===== src/rtl/era_pkg.sv =====
// Shared constants and stage payload types for the extended real adder.
`timescale 1ns / 1ps
package era_pkg;
  localparam int WordW = 16;
  localparam int MantW = 64;
  localparam int GapW  = 15;
  localparam int LzW   = 6;
  localparam logic [WordW-1:0] ExpMask = 16'h7fff;
  localparam logic [WordW-1:0] SignBit = 16'h8000;
  localparam logic [WordW-1:0] WordInc = 16'd2;

  // Aligned operands after the compare and shift stage.
  typedef struct packed {
    logic             bypass;
    logic [WordW-1:0] wa;
    logic [MantW-1:0] ma;
    logic [WordW-1:0] wb;
    logic [MantW-1:0] mb;
  } align_t;

  // Sum and the word it belongs to.
  typedef struct packed {
    logic             bypass;
    logic [WordW-1:0] wa;
    logic [MantW-1:0] sum;
  } add_t;

  // Magnitude with its leading zero count.
  typedef struct packed {
    logic             bypass;
    logic             zero;
    logic [WordW-1:0] wa;
    logic [MantW-1:0] mag;
    logic [LzW-1:0]   lz;
  } mag_t;

  function automatic logic [LzW-1:0] lead_zeros(input logic [MantW-1:0] v);
    logic [LzW-1:0] n;
    logic found;
    n = '0;
    found = 1'b0;
    for (int i = MantW - 1; i >= 0; i--) begin
      if (!found && v[i]) begin
        n = LzW'(MantW - 1 - i);
        found = 1'b1;
      end
    end
    return n;
  endfunction
endpackage


===== src/rtl/extended_real_add.sv =====
// Top level of the pipelined x87 extended real adder.
`timescale 1ns / 1ps
// Adds two 80-bit extended reals with the truncating 62-bit method: the operand
// with the larger exponent is kept, the other is shifted right by the gap, both
// are turned into signed 62-bit form and added, then the sum is normalized with
// no rounding. The datapath is four register stages (align, add, magnitude and
// leading-zero count, normalize shift), and a new beat can enter every cycle
// while the output is not stalled. A stall on the output holds the pipeline in
// place with nothing lost or repeated.
module extended_real_add
  import era_pkg::*;
(
  input  logic         clk,
  input  logic         rst,
  input  logic         s_tvalid,
  output logic         s_tready,
  // first_sign_exponent[15:0], first_mantissa[79:16],
  // second_sign_exponent[95:80], second_mantissa[159:96]
  input  logic [159:0] s_tdata,
  output logic         m_tvalid,
  input  logic         m_tready,
  // sum_sign_exponent[15:0], sum_mantissa[79:16]
  output logic [79:0]  m_tdata
);
  logic [WordW-1:0] w1, w2, x1, x2;
  logic [MantW-1:0] m1, m2;
  align_t a_in, a_q;
  add_t   b_in, b_q;
  mag_t   c_in, c_q;
  logic [79:0] d_in;
  logic v1, v2, v3, r1, r2, r3;

  assign w1 = s_tdata[15:0];
  assign m1 = s_tdata[79:16];
  assign w2 = s_tdata[95:80];
  assign m2 = s_tdata[159:96];
  assign x1 = w1 & ExpMask;
  assign x2 = w2 & ExpMask;

  // Stage one: pick A, align B. A tie takes the second operand as A.
  always_comb begin
    logic [GapW-1:0] gap;
    if (x1 > x2) begin
      gap = GapW'(x1 - x2);
      a_in.wa = w1; a_in.ma = m1; a_in.wb = w2; a_in.mb = m2;
    end else begin
      gap = GapW'(x2 - x1);
      a_in.wa = w2; a_in.ma = m2; a_in.wb = w1; a_in.mb = m1;
    end
    a_in.bypass = gap >= GapW'(MantW);
    if (!a_in.bypass) a_in.mb = a_in.mb >> gap[LzW-1:0];
  end

  era_stage #(.Width($bits(align_t))) u_s1 (
    .clk, .rst, .in_valid(s_tvalid), .in_ready(s_tready), .in_data(a_in),
    .out_valid(v1), .out_ready(r1), .out_data(a_q));

  // Stage two: signed form of each operand and the sum.
  always_comb begin
    logic [WordW-1:0] wa2, wb2;
    logic [MantW-1:0] sa, sb;
    wa2 = a_q.wa + WordInc;
    wb2 = a_q.wb + WordInc;
    sa = a_q.ma >> 2;
    sb = a_q.mb >> 2;
    if (wa2[WordW-1]) sa = -sa;
    if (wb2[WordW-1]) sb = -sb;
    b_in.bypass = a_q.bypass;
    b_in.wa  = a_q.bypass ? a_q.wa : (wa2 & ExpMask);
    b_in.sum = a_q.bypass ? a_q.ma : sa + sb;
  end

  era_stage #(.Width($bits(add_t))) u_s2 (
    .clk, .rst, .in_valid(v1), .in_ready(r1), .in_data(b_in),
    .out_valid(v2), .out_ready(r2), .out_data(b_q));

  // Stage three: magnitude, sign and leading zero count.
  always_comb begin
    c_in.bypass = b_q.bypass;
    c_in.zero = b_q.sum == '0;
    c_in.wa  = b_q.wa;
    c_in.mag = b_q.sum;
    if (!b_q.bypass && b_q.sum[MantW-1]) begin
      c_in.mag = -b_q.sum;
      c_in.wa  = b_q.wa | SignBit;
    end
    c_in.lz = lead_zeros(c_in.mag);
  end

  era_stage #(.Width($bits(mag_t))) u_s3 (
    .clk, .rst, .in_valid(v2), .in_ready(r2), .in_data(c_in),
    .out_valid(v3), .out_ready(r3), .out_data(c_q));

  // Stage four: normalize shift and exponent adjust.
  always_comb begin
    if (c_q.bypass) begin
      d_in = {c_q.mag, c_q.wa};
    end else if (c_q.zero) begin
      d_in = '0;
    end else begin
      d_in = {c_q.mag << c_q.lz, c_q.wa - WordW'(c_q.lz)};
    end
  end

  era_stage #(.Width(80)) u_s4 (
    .clk, .rst, .in_valid(v3), .in_ready(r3), .in_data(d_in),
    .out_valid(m_tvalid), .out_ready(m_tready), .out_data(m_tdata));

  // A nonzero sum that went through the adder leaves normalized; a large-gap
  // bypass passes A through untouched and is not checked here.
  a_norm: assert property (@(posedge clk) disable iff (rst)
    v3 && !c_q.bypass && !c_q.zero |-> d_in[79]) else $error("not normalized");
  a_out_hold: assert property (@(posedge clk) disable iff (rst)
    m_tvalid && !m_tready |=> m_tvalid && $stable(m_tdata))
    else $error("output beat changed while stalled");
  a_hold: assert property (@(posedge clk) disable iff (rst)
    v3 && !r3 |=> v3 && $stable(c_q)) else $error("stage three lost a beat");
endmodule


===== src/rtl/era_stage.sv =====
// One elastic pipeline register slot with valid and stall handling.
`timescale 1ns / 1ps
module era_stage
  import era_pkg::*;
#(
  parameter int Width = 8
) (
  input  logic             clk,
  input  logic             rst,
  input  logic             in_valid,
  output logic             in_ready,
  input  logic [Width-1:0] in_data,
  output logic             out_valid,
  input  logic             out_ready,
  output logic [Width-1:0] out_data
);
  assign in_ready = !out_valid || out_ready;

  always_ff @(posedge clk) begin
    if (rst) begin
      out_valid <= 1'b0;
    end else if (in_ready) begin
      out_valid <= in_valid;
    end
  end

  always_ff @(posedge clk) begin
    if (in_ready && in_valid) begin
      out_data <= in_data;
    end
  end
endmodule

===== config.mk =====
export PLATFORM = sky130hd
export DESIGN_NAME = extended_real_add
export DESIGN_NICKNAME = d
export VERILOG_FILES = /design/src/rtl/era_pkg.sv /design/src/rtl/extended_real_add.sv /design/src/rtl/era_stage.sv
export SDC_FILE = /design/constraint.sdc
export NUM_CORES = 1
export LEC_CHECK = 0
export BUFFER_PORTS_ARGS = -buffer_cell sky130_fd_sc_hd__buf_2
export CELL_PAD_IN_SITES_DETAIL_PLACEMENT = 1
export CELL_PAD_IN_SITES_GLOBAL_PLACEMENT = 1
export CORE_UTILIZATION = 48
export DETAILED_ROUTE_END_ITERATION = 10
export PLACE_DENSITY_LB_ADDON = 0.1
export SLEW_MARGIN = 20
export SYNTH_ARGS = -nofsm -noshare
export SYNTH_HDL_FRONTEND = slang
export SYNTH_HIERARCHICAL = 1
export SYNTH_SLANG_ARGS = --single-unit

===== constraint.sdc =====
create_clock -name clk -period 7.15 [get_ports clk]
set_input_delay 1.0725 -clock clk [delete_from_list [all_inputs] [get_ports clk]]
set_output_delay 1.0725 -clock clk [all_outputs]
set_load 0.01 [all_outputs]

==> results.json <==
{
  "status": "finished clean",
  "die_w_um": 276.9,
  "overflow": 0,
  "layout_common_cells": "nand2_1 (777), edfxtp_1 (407), o21ai_0 (320), nor2_1 (307)",
  "synth_fp_nets": 4435,
  "clockBufferDepth": 3,
  "slew_headroom_pct": 25.63,
  "met1_usage_pct": 45.15,
  "grt_usage_pct": 35.15,
  "pwr-share-clk_pct": 26.6,
  "cts-root-buf": "clkbuf_16",
  "rr_worst_depth": 21,
  "design.portCount": 246,
  "timing.rr.start": "u_s1/out_data[10]",
  "tns_ps": 0,
  "p_seq_share_pct": 32.1,
  "io_buffer_count": 245,
  "vdd_drop_max_v": 0.0001729,
  "setup_viol": 0,
  "hpwl_mm": 107.9,
  "drt-wirelength-per-cell_um": 26.21,
  "syn_avg_cell_area_um2": 8.706,
  "crit_type": "register to register",
  "cts_buffers": 47,
  "max_cap_violations": 0,
  "htree_levels": 2,
  "path_max_fanout": 5,
  "worst_pin_slew_ps": 1104,
  "die_area_mm2": 0.07665,
  "grt_use_met3_pct": 3.805,
  "nets": 4550,
  "drive_gt1_share_pct": 14.71,
  "die_h_um": 276.9,
  "initial_core_util_pct": 48.63,
  "drc_errors": 0,
  "area.sequential_mm2": 0.01230,
  "internal_power_uw": 5805,
  "wirelength_mm": 138.6,
  "grt_pass1_wl_mm": 208.6,
  "hp-start": "u_s2/out_data[77]",
  "hold_violations": 0,
  "grt_pass1_vias": 34130,
  "cts-resized-gates": 0,
  "p_leak_uw": 0.01589,
  "cp-startpoint": "u_s1/out_data[10]",
  "power_switching_uw": 3702,
  "post-route-cell-area_mm2": 0.04009,
  "postCtsSetupBuffers": 0,
  "finalCritPeriodShare_pct": 90.64,
  "p_per_area_mw_per_mm2": 237.1,
  "cp.required_ps": 7460,
  "endpoint": "u_s2/out_data[62]",
  "ant_nets": 0,
  "crit_path_start_kind": "register",
  "fin_crit_ps": 6481,
  "coreArea_mm2": 0.07457,
  "syn_to_final_growth_pct": 10.56,
  "grt_setup_unrepaired": "no",
  "hold_buffers": 0,
  "vias": 34020,
  "fillers": 8709,
  "syn_area_mm2": 0.03626,
  "use_met2_pct": 58.57,
  "slew_violations": 0,
  "drt_first_iter_violations": 2938,
  "place.gp.congestion": 0.9941,
  "cts_tree": "done",
  "ff2ff_setup_slack_ps": 670,
  "fmax_ghz": 0.1543,
  "clkLatencyLatePin_ps": 600,
  "antenna_found_initial": 6,
  "place_area_mm2": 0.03850,
  "cp.arrival_ps": 6790,
  "yosys_warnings": 6,
  "r2r_end": "u_s2/out_data[62]",
  "pwr-share-comb_pct": 41.3,
  "finalClockSkew_ps": 25.04,
  "final_common_cell": "nand2_1",
  "worstSetupEndpointType": "register",
  "grt_max_degree": 159,
  "hold_path_class": "register to register",
  "clk_pin_slew_ps": 60,
  "busiest_layer": "met2",
  "swShare_pct": 38.94,
  "viasPerCell": 6.433,
  "cts_num_sinks": 411,
  "synthCells": 4165,
  "rows": 100,
  "dr.pass1.iters": 5,
  "multi_input_area_mm2": 0.02264
}
state kept, by name (all words and copies together), names as in the netlist:
signal,cells
u_s3/out_valid,1
u_s2/out_data,81
u_s3/out_data,88
u_s4/out_valid,1
u_s2/out_valid,1
u_s4/out_data,80
u_s1/out_valid,1
u_s1/out_data,158
power by group through the flow:
stage / sequential [µW] / clock [µW] / combinational [µW]
2_1_floorplan: 3030 / 0 / 2650
3_3_place_gp: 3080 / 0 / 3760
3_5_place_dp: 3100 / 0 / 3810
4_1_cts: 3050 / 2550 / 3840
5_1_grt: 3070 / 2620 / 4200
6_report: 3050 / 2530 / 3930
cell type report:
| cell class | count | area share (%) |
|---|---|---|
| well taps | 969 | 3.024 |
| clock inverters | 30 | 0.8395 |
| diodes | 3 | 0.01873 |
| multi-input cells | 3389 | 56.47 |
| repair buffers | 330 | 4.900 |
| flip-flops and latches | 411 | 30.68 |
| inverters | 101 | 0.9456 |
| clock buffers | 56 | 3.118 |
layer usage:
layer  up-vias  wire length (µm)
met3       357              7286
met4         0              7825
li1      15640                 -
met2      1282             65580
met1     16750             57950
met5         -                 0
worst max-delay path: stages, from the launching register on:
cell and delay (ps):
edfxtp_1 480, or4_1 590, nor4_2 400, nand4_1 310
or2_2 420, nor3b_1 200, buf_4 170, nand2_1 50
o21ai_0 220, xnor2_1 170, ha_1 300, a2111oi_0 780
nand2_1 100, nand4b_1 190, nor3_1 340, o21ai_0 200
a221oi_1 290, buf_4 190, o211ai_1 120, o32ai_1 330
mux2i_1 230, o211ai_1 120
worst min-delay path by stage:
| stage | slack [ps] | cells past startpoint | end |
|---|---|---|---|
| after detailed placement | 410 | 0 | u_s3/out_data[83] |
| after CTS | 420 | 0 | u_s3/out_data[83] |
| final | 420 | 0 | u_s3/out_data[83] |
| after global placement | 400 | 0 | u_s3/out_data[78] |
| after floorplan | 400 | 0 | u_s2/out_data[64] |
| after global routing | 430 | 0 | u_s2/out_data[64] |
per-stage QoR:
stage,cells,util [%],setup slack (ps),hold slack (ps),total power [µW]
after global placement,5200,51.62,969.5,404.9,6842
final,5289,53.76,668.9,422.2,9507
after floorplan,4165,-,1596,400.3,5675
after global routing,5288,53.76,91.26,430.8,9891
after detailed placement,5200,51.62,707.0,410.8,6907
after CTS,5286,53.75,662.5,424.6,9440
(Power assumes the default switching activity.)
